`src/rtl/core/lzwd_pkg.sv`:
```
package lzwd_pkg;

    // Fixed field widths of the token and result streams.
    localparam int BYTE_W      = 8;
    localparam int DIST_W      = 12;
    localparam int LEN_CODE_W  = 5;
    localparam int LEN_W       = 6;   // length code plus minimum length, up to 46
    localparam int TOK_DW_W    = 5;   // effective distance width, up to 15
    localparam int CFG_DW_W    = 4;
    localparam int CFG_LW_W    = 3;
    localparam int CFG_ML_W    = 4;
    localparam int LIMIT_W     = 32;
    localparam int CFG_IDX_W   = 2;
    localparam int CFG_DATA_W  = 32;
    localparam int S_TDATA_W   = 32;
    localparam int M_TDATA_W   = 8;
    localparam int M_TUSER_W   = 2;
    localparam int QUEUE_DEPTH = 2;

    typedef enum logic [CFG_IDX_W-1:0] {
        CFG_DIST_WIDTH = 2'd0,
        CFG_LEN_WIDTH  = 2'd1,
        CFG_MIN_LEN    = 2'd2,
        CFG_OUT_LIMIT  = 2'd3
    } t_cfg_index;

    typedef enum logic [1:0] {
        TK_LITERAL,
        TK_SKIP,
        TK_REPEAT,
        TK_MATCH
    } t_tok_kind;

    typedef enum logic {
        BK_IDLE,
        BK_COPY
    } t_back_state;

    // Decode settings used by the front end.
    typedef struct packed {
        logic [CFG_DW_W-1:0] window_width;
        logic [CFG_LW_W-1:0] len_width;
        logic [CFG_ML_W-1:0] min_len;
    } t_dec_cfg;

    // A classified token as it travels from the front end to the back end.
    typedef struct packed {
        t_tok_kind             kind;
        logic [BYTE_W-1:0]     lit;
        logic [DIST_W-1:0]     distance;
        logic [LEN_W-1:0]      len;
        logic [TOK_DW_W-1:0]   dw;
    } t_token;

endpackage

```
`src/rtl/core/lzwd_front.sv`:
```
module lzwd_front #(
    parameter int WINDOW_BITS = 12,
    parameter int LENGTH_BITS = 5
) (
    input  logic                                i_tvalid,
    output logic                                o_tready,
    input  logic                                i_is_literal,
    input  logic [lzwd_pkg::BYTE_W-1:0]         i_literal_byte,
    input  logic [lzwd_pkg::DIST_W-1:0]         i_match_distance,
    input  logic [lzwd_pkg::LEN_CODE_W-1:0]     i_length_code,
    input  lzwd_pkg::t_dec_cfg                  i_cfg,
    input  logic                                i_q_full,
    output logic                                o_push,
    output lzwd_pkg::t_token                    o_tok
);
    import lzwd_pkg::*;

    logic [TOK_DW_W-1:0]   dw_eff;
    logic [CFG_LW_W-1:0]   lw_eff;
    logic [DIST_W-1:0]     dist_mask;
    logic [LEN_CODE_W-1:0] code_mask;
    logic [LEN_W-1:0]      len;

    // Widths above the built-in limits act as the limits.
    assign dw_eff = (TOK_DW_W'(i_cfg.window_width) > TOK_DW_W'(WINDOW_BITS)) ?
                    TOK_DW_W'(WINDOW_BITS) : TOK_DW_W'(i_cfg.window_width);
    assign lw_eff = (i_cfg.len_width > CFG_LW_W'(LENGTH_BITS)) ?
                    CFG_LW_W'(LENGTH_BITS) : i_cfg.len_width;

    assign dist_mask = ~({DIST_W{1'b1}} << dw_eff);
    assign code_mask = ~({LEN_CODE_W{1'b1}} << lw_eff);
    assign len       = LEN_W'(i_length_code & code_mask) + LEN_W'(i_cfg.min_len);

    always_comb begin
        o_tok.lit      = i_literal_byte;
        o_tok.distance = i_match_distance & dist_mask;
        o_tok.len      = len;
        o_tok.dw       = dw_eff;
        if (i_is_literal) begin
            o_tok.kind = TK_LITERAL;
        end else if (len == '0) begin
            o_tok.kind = TK_SKIP;
        end else if (len == LEN_W'(1)) begin
            o_tok.kind = TK_REPEAT;
        end else begin
            o_tok.kind = TK_MATCH;
        end
    end

    assign o_tready = !i_q_full;
    assign o_push   = i_tvalid && !i_q_full;

endmodule

```
`config.mk`:
```
export PLATFORM = sky130hd
export DESIGN_NAME = lzwd_front
export DESIGN_NICKNAME = d
export VERILOG_FILES = /design/src/rtl/core/lzwd_pkg.sv /design/src/rtl/core/lzwd_front.sv
export SDC_FILE = /design/constraint.sdc
export NUM_CORES = 1
export LEC_CHECK = 0
export BUFFER_PORTS_ARGS = -buffer_cell sky130_fd_sc_hd__buf_2
export CORE_UTILIZATION = 28
export DETAILED_ROUTE_END_ITERATION = 12
export PLACE_DENSITY = 0.79
export SETUP_SLACK_MARGIN = 0.3
export SYNTH_ARGS = -nofsm -noshare
export SYNTH_HDL_FRONTEND = slang
export SYNTH_SLANG_ARGS = --single-unit
```
`constraint.sdc`:
```
create_clock -name vclk -period 5
set_input_delay 0.5 -clock vclk [all_inputs]
set_output_delay 0.5 -clock vclk [all_outputs]
set_load 0.03 [all_outputs]
```
-- Yosys cells after proc, flatten, opt, wreduce, memory -nomap -nowiden
Index checks and enable logic that the tools add are counted.
- flip-flop bits (word level): 0
- output and inout bits: 35
- bitwise logic cells: 4
- add/sub/neg operators: 1
- eq/ne operators: 1
- muxes and demuxes: 5
- order comparisons: 2
- reduce and logical (&&, ||, !) cells: 3
- shifts and indexed selects: 2
- operators by type and width (kind ; count):
    12-bit bitwise AND ; 1
    12-bit inverter ; 1
    12-bit by 4-bit left shift with 12-bit output (first input constant) ; 1
    5-bit by 4-bit adder with 6-bit output ; 1
    6-bit by 1-bit == test with 1-bit output (second input constant) ; 1
    6-bit logical NOT ; 1
    5-bit bitwise AND ; 1
    5-bit inverter ; 1
    5-bit by 3-bit left shift with 5-bit output (first input constant) ; 1
    4-bit greater-than comparator (second input constant) ; 1
    2-bit two-way mux ; 2
    4-bit two-way mux ; 1
    3-bit greater-than comparator (second input constant) ; 1
    3-bit two-way mux ; 1
    1-bit logical AND ; 1
    1-bit logical NOT ; 1
    1-bit two-way mux ; 1

-- Longest topological paths before layout
Gate-level depths: netlist of the first run.
- depth in word-level cells: 10
- mapped depth: 8
- depth with buffers taken out: 8

-- Least setup slack after synthesis of the first run
No wires, ideal clock.
- kind: input to output
- start point: in i_cfg[6] (netlist name)
- end point: out o_tok[31] (netlist name)
- cell stages on the path: 8
- arrival: 2227 ps
- path slack: 2273 ps
- buffers on the path: 0
- path through: o31a_1 -> ha_1 -> inv_1 -> fa_1 -> nor4b_2 -> nand2_1 -> nor2_2 -> a21oi_1
- RTL lines (what ; RTL line ; text):
    start, declared ; lzwd_front.sv:11 ; input lzwd_pkg::t_dec_cfg i_cfg,
    end, declared ; lzwd_front.sv:14 ; output lzwd_pkg::t_token o_tok

==> flow_metrics.py, run 1 <==
metrics = {
    "synth": {
        "synth_seq_area_share_pct": 0,
        "synth_area_per_cell_um2": 7.194,
        "syn_nets": 116,
        "synth.distinct_cells": 31,
        "synth_area_um2": 518.0,
        "ys_warn_count": 0,
        "synthesis.instances": 72,
    },
    "pwr": {
        "pwr-share-seq_pct": 0,
        "total_power_mw": 0.1046,
        "internal_power_mw": 0.03794,
        "p_per_area_nw_per_um2": 141.6,
        "comb_power_share_pct": 100.0,
        "max-vdd-ir-drop_mv": 0.06569,
        "p_sw_mw": 0.06663,
        "pwr-share-clk_pct": 0,
        "leakagePower_nw": 0.4277,
        "p_sw_share_pct": 63.72,
    },
    "layout": {
        "insertedDiodeCount": 0,
        "seq_area_um2": 0,
        "nets": 161,
        "drive_gt1_share_pct": 54.78,
        "clkbuf_count": 0,
        "flops_and_latches": 0,
        "area_growth_pct": 42.51,
        "multi_input_area_um2": 395.4,
        "final.fill_count": 193,
    },
    "grt": {
        "grt_pass1_vias": 513,
        "grt_use_total_pct": 13.32,
        "grt_overflow_total": 0,
        "grt_max_degree": 16,
        "grt_pass1_wl_um": 2145,
        "antenna_found_initial": 0,
    },
    "worst_hold_path": {
        "holdPathStages": 0,
        "hold_class": "input pin to output port",
        "holdPathEnd": "o_tok[26]",
        "hp-start": "i_literal_byte[3]",
    },
    "floorplan": {
        "die_y_um": 45.01,
        "die_w_um": 45.01,
        "row_count": 15,
        "start_util_pct": 30.00,
        "dieArea_um2": 2026,
        "io-pin-count": 74,
        "core_area_um2": 1727,
    },
    "timing": {
        "fin_crit_ns": 2.798,
        "max_freq_ghz": 0.3574,
        "setup_viol": 0,
        "finalHoldViolCount": 0,
        "setup_ws_ns": 2.202,
        "setup_tns_ns": 0,
        "drv_slew": 0,
        "rsz0062_at_grt": "no",
        "period_share_pct": 55.96,
    },
    "route": {
        "dr_total_vias": 618,
        "ant_nets": 0,
        "finalWirelength_um": 1452,
        "drc": 0,
        "drt_iter0_drc": 11,
        "routed_via_density": 4.414,
        "dr.pass1.iters": 4,
        "routedWlPerCell_um": 10.37,
    },
    "place": {
        "pre_cts_ws_ns": 2.213,
        "routabilityCongestion": 0.7788,
        "port_buffers": 57,
        "dp.final_hpwl_um": 1247,
    },
    "setup_path": {
        "crit_path_end_kind": "output port",
        "critPathMaxStageDelay_ns": 0.43,
        "cpMostUsedCell": "buf_2",
        "timing.critical_path.buf_inv": 3,
        "crit_required_ns": 4.50,
        "critPathLaunchType": "input pin",
        "worst_ep_arrival_time_ns": 2.30,
        "crit_slowest_cell": "fa_1",
        "crit_fanout": 5,
        "path_delay_family": "adder cells",
        "cp_cell_sequence": "buf_2 -> o31a_1 -> ha_1 -> inv_1 -> fa_1 -> nor4b_2 -> nand2_1 -> nor2_2 -> a21oi_1 -> buf_2",
        "critical_path_class": "input pin to output port",
    },
    "cts": {
        "hold_buffers": 0,
        "cts_resized": 0,
        "cts_setup_buffers": 0,
    },
    "flow_run": {
        "drv_cap": 0,
    },
    "status": {
        "status": "complete, no violations",
    },
}
[kinds of logic after synthesis]
group / count (synthesis) / synth area share, %
XOR/XNOR: 2 / 3.382
other: 1 / 0.7239
adder cells (fa/ha/maj): 5 / 13.53
AO/OA/AOI/OAI: 25 / 36.96
AND/OR/NAND/NOR: 18 / 21.74
buffers and inverters: 21 / 23.67
[power groups by stage]
stage	sequential [mW]	combinational [mW]	clock [mW]
floorplan	0	0.0842	0
finish	0	0.105	0
detailed placement	0	0.105	0
global placement	0	0.102	0
CTS	0	0.105	0
global route	0	0.113	0
[metrics by stage]
| stage | instances | utilization, % | area [um2] | hold slack, ns |
|---|---|---|---|---|
| 6_report | 140 | 42.75 | 738.2 | 1.000 |
| 5_1_grt | 140 | 42.75 | 738.2 | 1.000 |
| 4_1_cts | 140 | 42.75 | 738.2 | 1.000 |
| 3_5_place_dp | 140 | 42.75 | 738.2 | 1.000 |
| 3_3_place_gp | 140 | 42.75 | 738.2 | 1.000 |
| 2_1_floorplan | 72 | - | 518.0 | 1.110 |
[how the worst max path moves through the flow]
stage / from / endpoint / slack [ns] / depth (start not counted)
2_1_floorplan: i_cfg[6] / o_tok[31] / 2.27 / 8
4_1_cts: i_cfg[6] / o_tok[31] / 2.21 / 10
5_1_grt: i_cfg[6] / o_tok[31] / 2.09 / 10
3_5_place_dp: i_cfg[6] / o_tok[31] / 2.21 / 10
6_report: i_cfg[6] / o_tok[31] / 2.20 / 10
3_3_place_gp: i_cfg[6] / o_tok[32] / 2.27 / 10
[cells in the mapped netlist (all sizes together)]
cell type	instances	area [um2]
and3	1	6.260
a31oi	1	6.260
o211a	1	10.01
a21oi	9	52.55
o311a	1	10.01
nor2b	6	37.54
o211ai	1	21.27
buf	12	88.83
and2	2	12.51
and2b	1	10.01
nor4b	1	15.01
o21ai	2	10.01
a21boi	2	15.01
o31a	2	17.52
xnor2	2	17.52
a211oi	1	7.510
nand2b	1	6.260
o21a	3	22.52
ha	4	50.05
o41a	1	11.26
nand2	3	11.26
conb	1	3.750
fa	1	20.02
inv	7	26.28
nor2	3	13.77
a21o	1	7.510
clkbuf	2	7.510
[cells in the final DEF, fill, tap and decap left out]
cell	count
o211a_1	1
o31a_1	2
nor4b_2	1
nor2_1	2
xnor2_1	2
nor2_2	1
a21boi_1	2
and2_1	2
nor2b_1	6
ha_1	4
a31oi_1	1
and2b_4	1
o211ai_4	1
nand2_1	3
o311a_1	1
o21a_1	3
a21oi_2	2
o21ai_1	2
conb_1	1
nand2b_1	1
inv_1	7
o41a_1	1
a211oi_1	1
and3_1	1
buf_2	57
a21oi_1	7
fa_1	1
a21o_1	1
[layer usage]
layer,vias to the layer above,GRT usage (%),share of wire (%),wire [um]
met5,-,0,0,0
met4,0,3.030,0,0
met2,18,22.32,55,798
met1,278,18.12,40,588
li1,322,-,-,-
met3,0,1.600,4.5,65
[cell type report]
class                           instances  area share (%)
Multi-Input combinational cell         51           53.56
Timing Repair Buffer                   57           38.64
Tap cell                               25           4.237
Inverter                                7           3.559
No activity file was read; power rests on OpenSTA's default activity.
==> inputs of run 2 (changes only) <==
--- a/config.mk
+++ b/config.mk
@@ -8,7 +8,7 @@
 export BUFFER_PORTS_ARGS = -buffer_cell sky130_fd_sc_hd__buf_2
 export CORE_UTILIZATION = 28
 export DETAILED_ROUTE_END_ITERATION = 12
-export PLACE_DENSITY = 0.79
+export PLACE_DENSITY = 0.82
 export SETUP_SLACK_MARGIN = 0.3
 export SYNTH_ARGS = -nofsm -noshare
 export SYNTH_HDL_FRONTEND = slang
==> constraint.sdc (replaced) <==
create_clock -name vclk -period 2.5
set_input_delay 0.25 -clock vclk [all_inputs]
set_output_delay 0.25 -clock vclk [all_outputs]
set_load 0.03 [all_outputs]
==> run 2 against run 1 <==
Against the previous run:
- via count up 3.9%
- hold slack worse by 0.50 ns
- total power is 130% higher
- critical path depth unchanged
- sequential share of layout area unchanged
- setup slack got worse by 1.9 ns
- highest routed layer unchanged
==> flow_metrics.py, run 2 (synthesis gave the netlist of run 1 again) <==
metrics = {
    "status": {
        "status": "complete, no violations",
    },
    "route": {
        "routedWlPerCell_um": 11.35,
        "drc": 0,
        "dr_total_vias": 642,
        "ant_nets": 0,
        "dr.pass1.iters": 4,
        "finalWirelength_um": 1623,
        "routed_via_density": 4.490,
        "drt_iter0_drc": 11,
    },
    "place": {
        "port_buffers": 57,
        "dp.final_hpwl_um": 1327,
        "pre_cts_ws_ns": 0.2200,
        "routabilityCongestion": 0.7450,
        "dp.cells": 140,
    },
    "layout": {
        "nets": 164,
        "layout_commonest_cell": "buf_2",
        "final_cell_mix": "buf_2, inv_1, nor2b_1, a21oi_1, buf_4",
        "flops_and_latches": 0,
        "area_growth_pct": 59.90,
        "instances_no_fill": 143,
        "insertedDiodeCount": 0,
        "seq_area_um2": 0,
        "clkbuf_count": 0,
        "drive_gt1_share_pct": 59.32,
    },
    "grt": {
        "grt_max_degree": 16,
        "antenna_found_initial": 0,
        "grt_pass1_wl_um": 2263,
        "grt_use_met1_pct": 18.64,
        "grt_pass1_vias": 555,
        "grt_overflow_total": 0,
        "top_usage_layer": "met2",
        "use_met3_pct": 0.4000,
        "gr-usage-met2_pct": 26.38,
        "grt_use_total_pct": 14.16,
    },
    "timing": {
        "rsz0062_at_grt": "yes",
        "fin_crit_ns": 2.156,
        "finalHoldViolCount": 0,
        "setup_ws_ns": 0.3445,
        "drv_slew": 0,
        "setup_tns_ns": 0,
        "setup_viol": 0,
        "period_share_pct": 86.22,
        "max_freq_ghz": 0.4639,
    },
    "setup_path": {
        "critPathLaunchType": "input pin",
        "worst_ep_arrival_time_ns": 1.91,
        "crit_required_ns": 2.25,
        "crit_path_end_kind": "output port",
        "crit_fanout": 4,
        "critical_path_class": "input pin to output port",
    },
    "worst_hold_path": {
        "hold_class": "input pin to output port",
    },
    "floorplan": {
        "dieArea_um2": 2026,
        "die_w_um": 45.01,
        "core_area_um2": 1727,
        "start_util_pct": 30.00,
        "io-pin-count": 74,
        "die_y_um": 45.01,
        "row_count": 15,
    },
    "pwr": {
        "pwr-share-clk_pct": 0,
        "p_sw_share_pct": 60.18,
        "comb_power_share_pct": 100.0,
        "leakagePower_nw": 0.4589,
        "pwr-share-seq_pct": 0,
        "p_sw_mw": 0.1421,
        "total_power_mw": 0.2361,
        "max-vdd-ir-drop_mv": 0.1199,
        "internal_power_mw": 0.09400,
        "p_per_area_nw_per_um2": 285.0,
    },
    "flow_run": {
        "drv_cap": 0,
    },
}
-- run 2: changes by cell type in the layout (fill, tap and decap cells not counted), sizes merged --
cell  delta
buf      +3
-- run 2: critical path, stage by stage --
cell and delay (ns):
buf_8 0.11, o31a_1 0.33, ha_4 0.18, inv_2 0.05
fa_1 0.42, nor4b_4 0.15, nand2_1 0.11, nor2_4 0.06
a21oi_2 0.13, buf_6 0.14
-- run 2: per-layer routing --
layer | up-vias | share of wire (%)
li1 | 331 | -
met1 | 305 | 41
met5 | - | 0
met2 | 6 | 57
met3 | 0 | 1.7
met4 | 0 | 0
-- run 2: power groups by stage --
stage	Combinational (mW)	Clock, mW	Sequential [mW]
after floorplan	0.168	0	0
after global placement	0.204	0	0
after detailed placement	0.210	0	0
after CTS	0.217	0	0
after global routing	0.251	0	0
final	0.236	0	0
-- run 2: final cells by class --
cell class | instances | area, um2
Timing Repair Buffer | 60 | 341.6
Inverter | 7 | 26.28
Fill cell | 177 | 898.4
Multi-Input combinational cell | 51 | 429.2
Tap cell | 25 | 31.28
-- run 2: path summary, 6_finish.rpt --
path / startpoint / endpoint / slack (ns) / cells past startpoint
worst max-delay path: i_cfg[5] / o_tok[31] / 0.34 / 10
worst min-delay path: i_literal_byte[6] / o_tok[29] / 0.50 / 0
-- run 2: stage by stage --
stage | util [%] | cell area [um2] | hold slack, ns
floorplan | - | 518.0 | 0.6096
global placement | 42.75 | 738.2 | 0.5002
detailed placement | 42.75 | 738.2 | 0.5002
CTS | 43.77 | 755.7 | 0.5002
global route | 47.97 | 828.3 | 0.5000
finish | 47.97 | 828.3 | 0.5000
-- run 2: repair_timing --
action | 4_1_cts | 5_1_grt
hold buffers | 0 | 0
gates resized for setup | 5 | 14
pin swaps | 1 | 7
setup endpoints to repair | 2 | 3
buffers inserted | 1 | 2
==> inputs of run 3 (changes only) <==
--- a/config.mk
+++ b/config.mk
@@ -6,6 +6,7 @@
 export NUM_CORES = 1
 export LEC_CHECK = 0
 export BUFFER_PORTS_ARGS = -buffer_cell sky130_fd_sc_hd__buf_2
+export CORE_MARGIN = 2
 export CORE_UTILIZATION = 28
 export DETAILED_ROUTE_END_ITERATION = 12
 export PLACE_DENSITY = 0.82
==> run 3 against run 2 <==
Against the previous run:
- setup slack gained 0.030 ns
- critical path type unchanged
- critical endpoint unchanged
- non-clock buffer count shrank 1
- flip-flop and latch count is the same
- global-route usage shrank 0.98 points
- utilization shrank 0.29 points
- combinational power is essentially flat
- via count shrank 0.93%
- sequential share of layout area is the same
- cell count shrank 0.70%
- maximum frequency grew 1.4%
- total power shrank 0.70%
- highest routed layer unchanged
==> flow_metrics.py, run 3 (synthesis gave the netlist of run 1 again) <==
metrics = {
    "status": {
        "status": "complete, no violations",
    },
    "layout": {
        "flops_and_latches": 0,
        "fin_area_um2": 823.3,
        "final_util_pct": 47.68,
        "instances_no_fill": 142,
        "insertedDiodeCount": 0,
        "clkbuf_count": 0,
        "layout_commonest_cell": "buf_2",
        "seq_area_um2": 0,
        "final_cell_mix": "buf_2, inv_1, nor2b_1, a21oi_1, a21oi_2",
        "drive_gt1_share_pct": 58.97,
        "nets": 163,
        "area_growth_pct": 58.94,
    },
    "timing": {
        "setup_tns_ns": 0,
        "period_share_pct": 85.02,
        "setup_viol": 0,
        "rsz0062_at_grt": "yes",
        "fin_crit_ns": 2.126,
        "finalHoldViolCount": 0,
        "setup_ws_ns": 0.3744,
        "max_freq_ghz": 0.4705,
        "drv_slew": 0,
        "whs_ns": 0.5000,
    },
    "pwr": {
        "internal_power_mw": 0.09355,
        "pwr-share-clk_pct": 0,
        "p_per_area_nw_per_um2": 284.7,
        "max-vdd-ir-drop_mv": 0.1491,
        "leakagePower_nw": 0.4553,
        "pwr-share-seq_pct": 0,
        "p_sw_share_pct": 60.09,
        "total_power_mw": 0.2344,
        "p_sw_mw": 0.1409,
        "comb_power_share_pct": 100.0,
    },
    "cts": {
        "hold_buffers": 0,
    },
    "route": {
        "drc": 0,
        "routed_via_density": 4.479,
        "drt_iter0_drc": 3,
        "ant_nets": 0,
        "routedWlPerCell_um": 11.75,
        "dr_total_vias": 636,
        "dr.pass1.iters": 4,
        "finalWirelength_um": 1668,
    },
    "place": {
        "place_area_um2": 738.2,
        "dp.cells": 140,
        "port_buffers": 57,
        "routabilityCongestion": 0.7219,
        "dp.final_hpwl_um": 1367,
        "pre_cts_ws_ns": 0.2220,
    },
    "setup_path": {
        "crit_slowest_cell": "fa_1",
        "crit_fanout": 3,
        "cp_cell_sequence": "buf_8 -> o31a_1 -> ha_4 -> inv_2 -> fa_1 -> nor4b_4 -> nand2_1 -> nor2_2 -> a21oi_2 -> buf_6",
        "crit_path_end_kind": "output port",
        "critical_path_class": "input pin to output port",
        "critPathMaxStageDelay_ns": 0.42,
        "critPathLaunchType": "input pin",
        "crit_required_ns": 2.25,
        "worst_ep_arrival_time_ns": 1.88,
    },
    "floorplan": {
        "io-pin-count": 74,
        "row_count": 15,
        "die_w_um": 47.01,
        "die_y_um": 47.01,
        "dieArea_um2": 2210,
        "start_util_pct": 30.00,
        "core_area_um2": 1727,
    },
    "worst_hold_path": {
        "hold_class": "input pin to output port",
    },
    "grt": {
        "grt_max_degree": 16,
        "grt_overflow_total": 0,
        "top_usage_layer": "met2",
        "grt_pass1_wl_um": 2256,
        "use_met3_pct": 0,
        "gr-usage-met2_pct": 25.75,
        "grt_use_met1_pct": 17.12,
        "grt_pass1_vias": 565,
        "grt_use_total_pct": 13.17,
        "antenna_found_initial": 0,
    },
    "flow_run": {
        "drv_cap": 0,
    },
}
run 3: cell count changes in the layout (fill, tap and decap cells not counted), sizes merged:
cell,change
buf,-2
clkbuf,+1
run 3: critical path, delay by kind of cell:
family	cells	cell delay, ns
simple gates	3	0.27
buf+inv	3	0.29
fa+ha+maj	2	0.60
compound gates	2	0.46
run 3: layout make-up:
class,instances,area [um2]
multi-input combinational,51,424.2
timing repair buffer,59,341.6
tap,25,31.28
inverter,7,26.28
fill,190,903.4
run 3: final timing paths:
path,slack (ns),cells after the start,start,to
worst max-delay path,0.37,10,i_cfg[6],o_tok[31]
worst min-delay path,0.50,0,i_literal_byte[4],o_tok[27]
run 3: timing repair:
action                                 CTS  global route
gates resized for setup                  5            14
endpoints found under the hold margin    0             0
cloned                                   0             0
setup endpoints to repair                2             3
buffers inserted                         1             1
pin swaps                                1             7
run 3: metal layers:
metal  routed length, um  part of all wire, %
met1                 624                   37
met3                  26                  1.6
met2                1018                   61
met5                   0                    0
met4                   0                    0
run 3: power groups by stage:
stage                     clock network, mW  registers (mW)  logic, mW
final                                     0               0      0.234
after global routing                      0               0      0.252
after CTS                                 0               0      0.216
after detailed placement                  0               0      0.210
after global placement                    0               0      0.205
after floorplan                           0               0      0.168
