<file path="src/rtl/core/lzwd_pkg.sv">
package lzwd_pkg;

    // Fixed field widths of the token and result streams.
    localparam int BYTE_W      = 8;
    localparam int DIST_W      = 12;
    localparam int LEN_CODE_W  = 5;
    localparam int LEN_W       = 6;   // length code plus minimum length, up to 46
    localparam int TOK_DW_W    = 5;   // effective distance width, up to 15
    localparam int CFG_DW_W    = 4;
    localparam int CFG_LW_W    = 3;
    localparam int CFG_ML_W    = 4;
    localparam int LIMIT_W     = 32;
    localparam int CFG_IDX_W   = 2;
    localparam int CFG_DATA_W  = 32;
    localparam int S_TDATA_W   = 32;
    localparam int M_TDATA_W   = 8;
    localparam int M_TUSER_W   = 2;
    localparam int QUEUE_DEPTH = 2;

    typedef enum logic [CFG_IDX_W-1:0] {
        CFG_DIST_WIDTH = 2'd0,
        CFG_LEN_WIDTH  = 2'd1,
        CFG_MIN_LEN    = 2'd2,
        CFG_OUT_LIMIT  = 2'd3
    } t_cfg_index;

    typedef enum logic [1:0] {
        TK_LITERAL,
        TK_SKIP,
        TK_REPEAT,
        TK_MATCH
    } t_tok_kind;

    typedef enum logic {
        BK_IDLE,
        BK_COPY
    } t_back_state;

    // Decode settings used by the front end.
    typedef struct packed {
        logic [CFG_DW_W-1:0] window_width;
        logic [CFG_LW_W-1:0] len_width;
        logic [CFG_ML_W-1:0] min_len;
    } t_dec_cfg;

    // A classified token as it travels from the front end to the back end.
    typedef struct packed {
        t_tok_kind             kind;
        logic [BYTE_W-1:0]     lit;
        logic [DIST_W-1:0]     distance;
        logic [LEN_W-1:0]      len;
        logic [TOK_DW_W-1:0]   dw;
    } t_token;

endpackage

</file>
<file path="src/rtl/core/lzwd_queue.sv">
module lzwd_queue (
    input  logic            i_clk,
    input  logic            i_rst_n,
    input  logic            i_push,
    input  lzwd_pkg::t_token i_tok,
    output logic            o_full,
    input  logic            i_pop,
    output logic            o_valid,
    output lzwd_pkg::t_token o_tok
);
    import lzwd_pkg::*;

    localparam int PTR_W = (QUEUE_DEPTH > 1) ? $clog2(QUEUE_DEPTH) : 1;
    localparam int CNT_W = $clog2(QUEUE_DEPTH + 1);

    t_token           r_mem [QUEUE_DEPTH];
    logic [PTR_W-1:0] r_wr_ptr, n_wr_ptr;
    logic [PTR_W-1:0] r_rd_ptr, n_rd_ptr;
    logic [CNT_W-1:0] r_count, n_count;
    logic             do_push, do_pop;

    assign o_full  = (r_count == CNT_W'(QUEUE_DEPTH));
    assign o_valid = (r_count != '0);
    assign o_tok   = r_mem[r_rd_ptr];
    assign do_push = i_push && !o_full;
    assign do_pop  = i_pop && o_valid;

    always_comb begin
        n_wr_ptr = r_wr_ptr;
        n_rd_ptr = r_rd_ptr;
        n_count  = r_count;
        if (do_push) begin
            n_wr_ptr = (r_wr_ptr == PTR_W'(QUEUE_DEPTH - 1)) ? '0 : r_wr_ptr + PTR_W'(1);
        end
        if (do_pop) begin
            n_rd_ptr = (r_rd_ptr == PTR_W'(QUEUE_DEPTH - 1)) ? '0 : r_rd_ptr + PTR_W'(1);
        end
        if (do_push && !do_pop) begin
            n_count = r_count + CNT_W'(1);
        end else if (do_pop && !do_push) begin
            n_count = r_count - CNT_W'(1);
        end
    end

    always_ff @(posedge i_clk) begin
        if (!i_rst_n) begin
            r_wr_ptr <= '0;
            r_rd_ptr <= '0;
            r_count  <= '0;
        end else begin
            r_wr_ptr <= n_wr_ptr;
            r_rd_ptr <= n_rd_ptr;
            r_count  <= n_count;
        end
    end

    always_ff @(posedge i_clk) begin
        if (do_push) begin
            r_mem[r_wr_ptr] <= i_tok;
        end
    end

endmodule

</file>
<file path="config.mk">
export PLATFORM = sky130hd
export DESIGN_NAME = lzwd_queue
export DESIGN_NICKNAME = d
export VERILOG_FILES = /design/src/rtl/core/lzwd_pkg.sv /design/src/rtl/core/lzwd_queue.sv
export SDC_FILE = /design/constraint.sdc
export NUM_CORES = 1
export LEC_CHECK = 0
export BUFFER_PORTS_ARGS = -buffer_cell sky130_fd_sc_hd__clkbuf_2
export CORE_ASPECT_RATIO = 0.9
export CORE_MARGIN = 2
export CORE_UTILIZATION = 45
export DETAILED_ROUTE_END_ITERATION = 12
export PLACE_DENSITY = 0.7
export SETUP_SLACK_MARGIN = 0.4
export SYNTH_ARGS = -nofsm -noshare
export SYNTH_HDL_FRONTEND = slang
export SYNTH_SLANG_ARGS = --single-unit
export TNS_END_PERCENT = 20
</file>
<file path="constraint.sdc">
create_clock -name i_clk -period 3.65 [get_ports i_clk]
set_input_delay 0.5475 -clock i_clk [delete_from_list [all_inputs] [get_ports i_clk]]
set_output_delay 0.5475 -clock i_clk [all_outputs]
set_load 0.02 [all_outputs]
</file>
Yosys cells after proc, flatten, opt, wreduce, memory -nomap -nowiden

Memories as Yosys holds them, arrays and structs flattened. A register that Yosys moved wholly into a read port is not among the register bits.
Cells that the tools add are included.

Flip-flop bits (word level): 4
Memory bits (writable): 66
Input port bits: 37
Output and inout bits: 35
Logic and storage cells: 26
Memories: 1

Memory list:

| memory | words | bits a word | rd ports | clocked after memory_dff | wr ports | line             | text |
|---|---|---|---|---|---|---|---|
| r_mem  | 2     | 33          | 1        | 1                        | 1        | lzwd_queue.sv:16 | `t_token r_mem [QUEUE_DEPTH];` |

Add/subtract/negate cells: 4
Eq/ne operators: 1
Muxes and demuxes: 8
Reductions and logical operators: 9

Operators with widths:

| operator                                         | number |
|---|---|
| 2-to-1 mux 1 bit                                 | 6 |
| logical AND 1 bit                                | 4 |
| 2-to-1 mux 2 bit                                 | 2 |
| nonzero test 2 bit                               | 2 |
| logical NOT 1 bit                                | 3 |
| adder 1 bit, second input constant               | 2 |
| adder 2 x 1 -> 2 bit, second input constant      | 1 |
| == test 2 bit, second input constant             | 1 |
| subtractor 2 x 1 -> 2 bit, second input constant | 1 |

Longest topological paths before layout

Gate-level depths: netlist (run 1).

Depth in word-level cells: 7
Mapped depth: 7
Depth with buffers taken out: 7

Least setup slack after synthesis (run 1)

Ideal clock, no wire load.

Path kind: in2reg
Start point: in i_push
End point: mem r_mem[0][0] in the netlist's numbering (enable)
Library setup time: 0.419 ns
Arrival: 1.961 ns
Required time: 3.231 ns
Slack: 1.270 ns
Cell stages on the path: 2
Buffers on the path: 0
Cells stage by stage: inv_1 > nor3_2

Word-level cells in the longest chain between the ends: 3

RTL lines:

| what                                   | line             | text |
|---|---|---|
| from (decl)                            | lzwd_queue.sv:4  | `input logic i_push,` |
| logical AND 1 bit                      | lzwd_queue.sv:25 | `assign do_push = i_push && !o_full;` |
| 2-to-1 mux 1 bit                       | lzwd_queue.sv:58 | `if (do_push) begin` |
| 2-to-1 mux 1 bit (implied by the code) | lzwd_queue.sv:59 | `r_mem[r_wr_ptr] <= i_tok;` |
| to (decl)                              | lzwd_queue.sv:16 |  |

Every way passes these cells.

==> results_dict.tcl, run 1 <==
set metrics [dict create \
    post_cts_resized 0 \
    p_seq_share_pct 45.9 \
    clk_pin_slew_ps 70 \
    vdd_drop_max_mv 0.385 \
    drtIter0Drc 82 \
    avgSynthCellArea_sq_um 20.4 \
    portBuffers 71 \
    drt-total-wl_microns 4250 \
    finalPower_w 0.00230 \
    power.internal_w 0.00161 \
    cp.arrival_ps 1580 \
    r2r_setup_slack_ps 2080 \
    status "completed" \
    synth_seq_cells 71 \
    rsz0062_at_grt "false" \
    slew_violations 0 \
    fillers 454 \
    worst_slew_pin_slew_ps 458 \
    fin_crit_sh_pct 58.4 \
    layout_commonest_cell "clkbuf_2" \
    reg2reg_to "r_count[1]" \
    die_x_microns 84.3 \
    htree_levels 3 \
    pre_cts_ws_ps 1860 \
    ant_nets 0 \
    holdCritPathClass "primary input to flop" \
    cp_max_fo 33 \
    grt_use_total_pct 13.8 \
    final_cell_mix "clkbuf_2, edfxtp_1, mux2_2, clkbuf_8, dfxtp_1" \
    die_height_microns 76.3 \
    yosysSeqAreaShare_pct 79.8 \
    cts_buffer_depth 2 \
    via_per_inst 4.76 \
    multi_input_area_sq_um 507 \
    switching_share_pct 30.2 \
    drc 0 \
    synthCells 128 \
    worst-setup-path-type "flop to primary output" \
    start_util_pct 46.4 \
    worst_slack_ps 1520 \
    grt_pass1_wl_microns 6580 \
    io_pins 72 \
    grt_max_degree 34 \
    hold_end "r_mem[0][12]" \
    critPathLaunchType "flop" \
    slew_headroom_pct 69.5 \
    ctsHoldBuffers 0 \
    core_sq_um 5630 \
    place.gp.congestion 0.712 \
    overflow 0 \
    p_comb_share_pct 29.5 \
    yosys_warnings 0 \
    grt_pass1_vias 1403 \
    vias 1352 \
    antenna_found_initial 0 \
    cts_inserted_buffers 9 \
    num_antenna_cells 0 \
    clock_sink_count 71 \
    drive_above_1_share_pct 57.0 \
    worstSetupEndpointType "primary output" \
    syn_nets 166 \
    fin_nets 247 \
    clk_latency_ps 330 \
    synth_area_sq_um 2610 \
    power_leakage_nw 1.25 \
    p_clk_share_pct 24.5 \
    r2r_start "r_count[0]" \
    setup_viol 0 \
    row_count 26 \
    worstHoldStart "i_tok[12]" \
    cap_violations 0 \
    postCtsSetupBuffers 0 \
    cts_tree "done" \
    utilization_pct 57.6 \
    period_minus_slack_ps 2130 \
    area_growth_pct 24.2 \
    cp_slowest_stage_delay_ps 400 \
    switching_power_w 0.000697 \
    p_per_area_nw_per_um2 711 \
    finalClockSkew_ps 6.23 \
    tns_ps 0 \
    dp_hpwl_microns 2740 \
    slowest_stage "mux2_2" \
    finalHoldViolCount 0 \
    dr.pass1.iters 4 \
    ys_types 21 \
    dieArea_sq_um 6430 \
    worstPathRequired_ps 3100 \
    wl_per_cell_microns 15.0 \
    r2r.worst_path.cells 6 \
    cp_cell_sequence "buf_4, mux2_2, clkbuf_2" \
    timing.fmax_mhz 469 \
    hold_depth 1 \
    seqCellArea_sq_um 2080 \
    hold_ws_ps 405 \
    cts_root_buffer "clkbuf_8" \
]
flip-flops by register name (all words and copies together), names as in the netlist, named ones only:
name	cells
r_wr_ptr	1
r_rd_ptr	1
r_count	2
r_mem	66
worst max-delay path by stage:
stage / from / end / slack (ps) / cells past startpoint
3_5_place_dp: flop / o_tok[21] / 1860 / 3
4_1_cts: flop / o_tok[21] / 1490 / 3
2_1_floorplan: i_push / r_mem[0][0] / 1270 / 2
3_3_place_gp: flop / o_tok[21] / 1850 / 3
6_report: flop / o_tok[14] / 1520 / 3
5_1_grt: flop / o_tok[6] / 1410 / 3
logic make-up after synthesis:
logic type / synth area share [%]
DFF: 79.8
muxes: 14.2
and+or+nand+nor: 2.21
buffers and inverters: 1.05
AOI/OAI and AO/OA: 1.25
xor gates and xnor gates: 1.01
adders and majority gates: 0.479
worst max-delay path, delay by kind of cell (launching register included):
kind	cells	cell delay [ps]
DFF	1	310
muxes	1	400
buffers and inverters	2	550
final cells by class:
class,count,area share [%]
clock buffers,10,3.94
clock inverters,6,1.58
inverters,2,0.232
multi-input cells,51,15.6
flip-flops and latches,71,64.2
well taps,70,2.70
repair buffers,74,11.7
stage by stage:
step | instance area, sq um | cells
final | 3240 | 284
after global routing | 3240 | 284
after CTS | 3240 | 284
after detailed placement | 3060 | 268
after global placement | 3060 | 268
after floorplan | 2610 | 128
metal layers:
metal  up-vias  track usage (%)  wire (microns)
met5         -                0               0
met4         0             7.26              74
met3         7             5.53             238
met2        35             21.7            2110
met1       649             16.3            1820
li1        661                -               -
Yosys cell counts:
| cell | n | share of area, % |
|---|---|---|
| o21a_1 | 1 | 0.29 |
| and3_1 | 1 | 0.24 |
| or2_2 | 1 | 0.24 |
| o21ai_1 | 1 | 0.19 |
| buf_2 | 4 | 0.77 |
| mux2_2 | 33 | 14 |
| inv_1 | 1 | 0.14 |
| inv_2 | 1 | 0.14 |
| a21boi_1 | 1 | 0.29 |
| or3_1 | 1 | 0.24 |
| nor3_2 | 1 | 0.38 |
| o21ai_0 | 1 | 0.19 |
| nand2b_1 | 1 | 0.24 |
| xor2_1 | 1 | 0.34 |
| ha_1 | 1 | 0.48 |
| dfxtp_1 | 5 | 3.8 |
| xnor2_1 | 2 | 0.67 |
| and2_1 | 3 | 0.72 |
| edfxtp_1 | 66 | 76 |
| a21boi_0 | 1 | 0.29 |
| nor2_1 | 1 | 0.14 |
power by group through the flow:
stage	Clock [W]	Sequential (W)	Combinational [W]
floorplan	0	0.00107	0.000487
global placement	0	0.00107	0.000687
detailed placement	0	0.00108	0.000691
global route	0.000612	0.00107	0.000733
finish	0.000566	0.00106	0.000680
CTS	0.000586	0.00106	0.000695
Power figures use the tool's default switching activity.
==> run 2: changes to the inputs <==
ABC_AREA = 1   (was unset)
clock period = 2.2 ns   (was 3.65 ns; I/O delays follow)
==> run 2 against run 1 <==
Final area increased by 4.6%. Critical path depth stayed put. Global-route usage rose by 0.19 points. Largest power group unchanged. Clock skew about the same. Final cell count rose by 5.6%. Utilization shrank 1.5 points. Area after synthesis increased by 6.6%. Largest cell class unchanged. Hold slack lost 220 ps. Combinational power grew 74%. Sequential cell count is the same.
==> results_dict.tcl, run 2 <==
set metrics [dict create \
    status "completed" \
    syn_nets 178 \
    die_height_microns 78.6 \
    fin_nets 261 \
    synth.area.top_cells "edfxtp_1, mux2_4, dfxtp_1" \
    drt-total-wl_microns 4460 \
    htree_levels 3 \
    clk_latency_ps 330 \
    num_antenna_cells 0 \
    rsz0062_at_grt "false" \
    utilization_pct 56.0 \
    cp_max_fo 14 \
    cts_root_buffer "clkbuf_8" \
    via_per_inst 4.74 \
    synth_top_area_share_pct 71.2 \
    drive_above_1_share_pct 54.4 \
    slew_headroom_pct 70.1 \
    avgSynthCellArea_sq_um 19.9 \
    cp.arrival_ps 1390 \
    cts_buffer_depth 2 \
    p_comb_share_pct 30.8 \
    yosys-top-cells-count "edfxtp_1, mux2_4, nor2_1, inv_1, nand2_1" \
    finalPower_w 0.00383 \
    cap_violations 0 \
    synthCells 140 \
    p_per_area_nw_per_um2 1130 \
    r2r_setup_slack_ps 630 \
    synthArstFlopShare_pct 0 \
    vias 1421 \
    pre_cts_ws_ps 635 \
    ys_types 16 \
    area_growth_pct 21.8 \
    die_x_microns 86.9 \
    p_seq_share_pct 46.4 \
    grt_use_total_pct 14.0 \
    switching_power_w 0.00117 \
    synth_area_sq_um 2780 \
    finalClockSkew_ps 6.15 \
    worstSetupEndpointType "primary output" \
    finalHoldViolCount 0 \
    hold_ws_ps 180 \
    yosysSeqAreaShare_pct 74.8 \
    antenna_found_initial 0 \
    synth_most_common_cell "edfxtp_1" \
    drtIter0Drc 55 \
    clock_sink_count 71 \
    tns_ps 0 \
    cp_cell_sequence "buf_6, mux2_4, clkbuf_2" \
    vdd_drop_max_mv 0.576 \
    synth_seq_cells 71 \
    power.internal_w 0.00266 \
    slowest_stage "dfxtp_2" \
    setup_viol 0 \
    switching_share_pct 30.5 \
    critPathLaunchType "flop" \
    critical-path-top-delay-family "buffers and inverters" \
    period_minus_slack_ps 1720 \
    fin_crit_sh_pct 78.3 \
    ant_nets 0 \
    start_util_pct 46.0 \
    timing.fmax_mhz 581 \
    portBuffers 71 \
    synth_top_area_cell "edfxtp_1" \
    cts_tree "done" \
    row_count 27 \
    worst_slew_pin_slew_ps 449 \
    io_pins 72 \
    cts_inserted_buffers 9 \
    fillers 485 \
    worst-setup-path-type "flop to primary output" \
    power_leakage_nw 1.38 \
    final_cell_mix "clkbuf_2, edfxtp_1, mux2_4, clkbuf_8, inv_1" \
    slew_violations 0 \
    layout_commonest_cell "clkbuf_2" \
    place.gp.congestion 0.691 \
    core_sq_um 6050 \
    overflow 0 \
    ctsHoldBuffers 0 \
    grt_max_degree 34 \
    holdCritPathClass "primary input to flop" \
    synth_flop_cell "edfxtp_1" \
    wl_per_cell_microns 14.9 \
    clk_pin_slew_ps 70 \
    dp_hpwl_microns 3110 \
    dieArea_sq_um 6830 \
    synth_edf_count 66 \
    worstPathRequired_ps 1870 \
    grt_pass1_vias 1479 \
    drc 0 \
    crit_buf_inv 2 \
    largest_registers "r_mem x66, r_count x2" \
    largest_reg_flops 66 \
    worst_slack_ps 478 \
    dr.pass1.iters 4 \
    p_clk_share_pct 22.7 \
    largest-register "r_mem" \
    yosys_warnings 0 \
    cp_slowest_stage_delay_ps 360 \
    grt_pass1_wl_microns 6890 \
]
## run 2: logic make-up (layout without fill, tap and decap cells)
kind of cell,Yosys count,in the layout,synth area share [%]
muxes,33,33,17.4
and+or+nand+nor,18,18,2.56
AOI/OAI and AO/OA,5,5,1.12
DFF,71,71,74.8
buffers and inverters,12,100,3.64
adders and majority gates,1,1,0.450
## run 2: what timing repair did
| item | CTS | global route |
|---|---|---|
| endpoints found under the setup margin | 19 | 18 |
| endpoints found under the hold margin | 0 | 0 |
| buffers inserted | 0 | 0 |
| gates cloned | 0 | 0 |
| resized for setup | 1 | 3 |
## run 2: cell type report
cell class | count | area, sq um | area share (%)
clock buffers | 15 | 156 | 4.62
well taps | 72 | 90.1 | 2.66
clock inverters | 1 | 5.00 | 0.148
inverters | 8 | 30.0 | 0.886
multi-input cells | 57 | 614 | 18.1
repair buffers | 76 | 409 | 12.1
flip-flops and latches | 71 | 2080 | 61.5
## run 2: worst register-to-register path, delay by kind of cell (launching register included)
kind / cells / cell delay (ps)
DFF: 1 / 350
buffers and inverters: 4 / 330
adders and majority gates: 1 / 320
AOI/OAI and AO/OA: 1 / 280
and+or+nand+nor: 3 / 230
## run 2: through the flow
step / area (sq um) / cells
floorplan: 2780 / 140
global placement: 3210 / 284
detailed placement: 3210 / 284
CTS: 3380 / 300
global route: 3390 / 300
finish: 3390 / 300
## run 2: worst paths after layout
check / start / endpoint / cells after the start
worst max register to register: r_count[1] / r_count[1] / 9
worst max-delay path: flop / o_tok[26] / 3
worst min-delay path: i_tok[31] / r_mem[0][31] / 1
worst min register to register: r_wr_ptr / r_wr_ptr / 2
## run 2: power groups by stage
stage          registers [W]  clock network [W]  logic [W]
2_1_floorplan        0.00179                  0   0.000907
3_3_place_gp         0.00179                  0    0.00116
3_5_place_dp         0.00181                  0    0.00119
4_1_cts              0.00178           0.000897    0.00119
5_1_grt              0.00180           0.000963    0.00127
6_report             0.00178           0.000872    0.00118
## run 2: layer usage
layer,part of all wire [%],up-vias,GRT usage (%)
met5,0,-,0
met4,3.2,0,8.13
met3,4.6,13,5.15
met2,52,40,22.8
met1,40,678,15.7
li1,-,690,-
==> run 3: changes to the inputs <==
PLACE_DENSITY = 0.72   (was 0.7)
clock period = 1.54 ns   (was 2.2 ns; I/O delays follow)
==> run 3 against run 2 <==
The flow now finishes with violations (negative setup slack). Clock skew is 2.5 ps higher. Utilization is 3.3 points higher. Final cell count is 0.33% lower. Die area stayed put. Routed wire length is 0.96% lower. Critical path type unchanged.
==> results_dict.tcl, run 3 (same netlist as run 2, synthesis figures left out) <==
set metrics [dict create \
    status "finished with violations" \
    violations "negative setup slack" \
    clock_sink_count 71 \
    place.gp.congestion 0.794 \
    rsz0062_at_grt "true" \
    switching_share_pct 30.1 \
    utilization_pct 59.3 \
    hold_ws_ps 89.6 \
    p_per_area_nw_per_um2 1660 \
    dpl.cell_count 283 \
    wl_per_cell_microns 14.8 \
    hold_end "r_mem[1][19]" \
    fin_crit_sh_pct 105 \
    cp_cell_sequence "buf_12, mux2_2, buf_2" \
    largest_registers "r_mem x66, r_count x2" \
    pre_cts_ws_ps 104 \
    r2r_setup_slack_ps 200 \
    p_seq_share_pct 43.4 \
    period_minus_slack_ps 1610 \
    p_clk_share_pct 22.6 \
    cp_max_fo 17 \
    drt-total-wl_microns 4410 \
    r2r_start "r_count[1]" \
    p_comb_share_pct 34.0 \
    critPathLaunchType "flop" \
    dr.pass1.iters 2 \
    cts_inserted_buffers 9 \
    layout_commonest_cell "edfxtp_1" \
    hold_depth 1 \
    dieArea_sq_um 6830 \
    grt_max_degree 34 \
    portBuffers 71 \
    vias 1416 \
    antenna_found_initial 0 \
    cp_slowest_stage_delay_ps 370 \
    drive_above_1_share_pct 61.2 \
    reg2reg_to "r_count[1]" \
    worst_slew_pin_slew_ps 230 \
    via_per_inst 4.74 \
    grt_use_total_pct 13.6 \
    slowest_stage "dfxtp_4" \
    slew_headroom_pct 84.6 \
    row_count 27 \
    cp.arrival_ps 1380 \
    vdd_drop_max_mv 0.880 \
    dp_hpwl_microns 2830 \
    fin_cells 299 \
    core_sq_um 6050 \
    io_pins 72 \
    htree_levels 3 \
    worst-setup-path-type "flop to primary output" \
    holdCritPathClass "primary input to flop" \
    largest-register "r_mem" \
    finalClockSkew_ps 8.63 \
    worstPathRequired_ps 1310 \
    slew_violations 0 \
    cts_tree "done" \
    power.internal_w 0.00417 \
    die_x_microns 86.9 \
    cap_violations 0 \
    grt_pass1_vias 1401 \
    overflow 0 \
    start_util_pct 46.0 \
    drtIter0Drc 46 \
    num_antenna_cells 0 \
    final_cell_mix "edfxtp_1, clkbuf_2, mux2_4, clkbuf_8, buf_6" \
    worst_slack_ps -72.3 \
    r2r.worst_path.cells 9 \
    cts_root_buffer "clkbuf_8" \
    ant_nets 0 \
    finalHoldViolCount 0 \
    worstHoldStart "i_tok[19]" \
    largest_reg_flops 66 \
    fin_nets 260 \
    switching_power_w 0.00179 \
    clk_latency_ps 330 \
    worstSetupEndpointType "primary output" \
    clk_pin_slew_ps 70 \
    area_growth_pct 28.9 \
    setup_viol 33 \
    die_height_microns 78.6 \
    grt_pass1_wl_microns 6820 \
    cts_buffer_depth 2 \
    power_leakage_nw 1.43 \
    drc 0 \
    postCtsSetupBuffers 0 \
    timing.fmax_mhz 620 \
]
==> run 3: changes by cell type in the layout (fill, tap and decap cells not counted), sizes merged <==
cell / before / now
bufinv: 0 / 1
clkbuf: 86 / 67
buf: 5 / 19
clkinv: 1 / 4
==> run 3: layout make-up <==
cell class	instances	area, sq um
Fill cell	463	2460
Sequential cell	71	2090
Multi-Input combinational cell	57	667
Timing Repair Buffer	75	514
Clock buffer	11	131
Tap cell	72	90.1
Clock inverter	5	48.8
Inverter	8	40.0
==> run 3: power by group through the flow <==
stage | sequential [W] | combinational (W) | clock, W
after global routing | 0.00261 | 0.00216 | 0.00149
after floorplan | 0.00256 | 0.00132 | 0
after CTS | 0.00257 | 0.00189 | 0.00140
after global placement | 0.00258 | 0.00174 | 0
final | 0.00259 | 0.00203 | 0.00135
after detailed placement | 0.00259 | 0.00176 | 0
==> run 3: how the worst max path moves through the flow <==
stage | from | endpoint | slack (ps)
floorplan | r_count[1] | r_mem[1][0] | 140
global placement | r_count[1] | r_count[1] | 200
detailed placement | r_count[1] | r_count[1] | 100
CTS | flop | o_tok[16] | -120
global route | flop | o_tok[17] | -120
finish | flop | o_tok[17] | -70
==> run 3: critical path, delay by kind of cell, from the launching register on <==
family   cells  cell delay (ps)
flops        1              370
mux          1              340
buf+inv      2              340
==> run 3: repair_timing <==
| item | 4_1_cts | 5_1_grt |
|---|---|---|
| setup endpoints to repair | 103 | 103 |
| hold buffers | 0 | 0 |
| pin swaps | 10 | 10 |
| resized for setup | 18 | 42 |
==> run 3: metal layers <==
metal | wire [microns] | vias up | track usage, %
met4 | 47 | 0 | 6.09
met5 | 0 | - | 0
met3 | 371 | 6 | 5.89
met2 | 2110 | 58 | 21.7
met1 | 1880 | 661 | 15.9
li1 | - | 691 | -
==> run 3: per-stage QoR <==
| stage | power (W) | TNS [ps] | instance area, sq um |
|---|---|---|---|
| detailed placement | 0.00435 | 0 | 3260 |
| floorplan | 0.00388 | 0 | 2810 |
| finish | 0.00596 | -1170 | 3590 |
| global route | 0.00626 | -2720 | 3590 |
| global placement | 0.00432 | 0 | 3260 |
| CTS | 0.00586 | -2310 | 3500 |
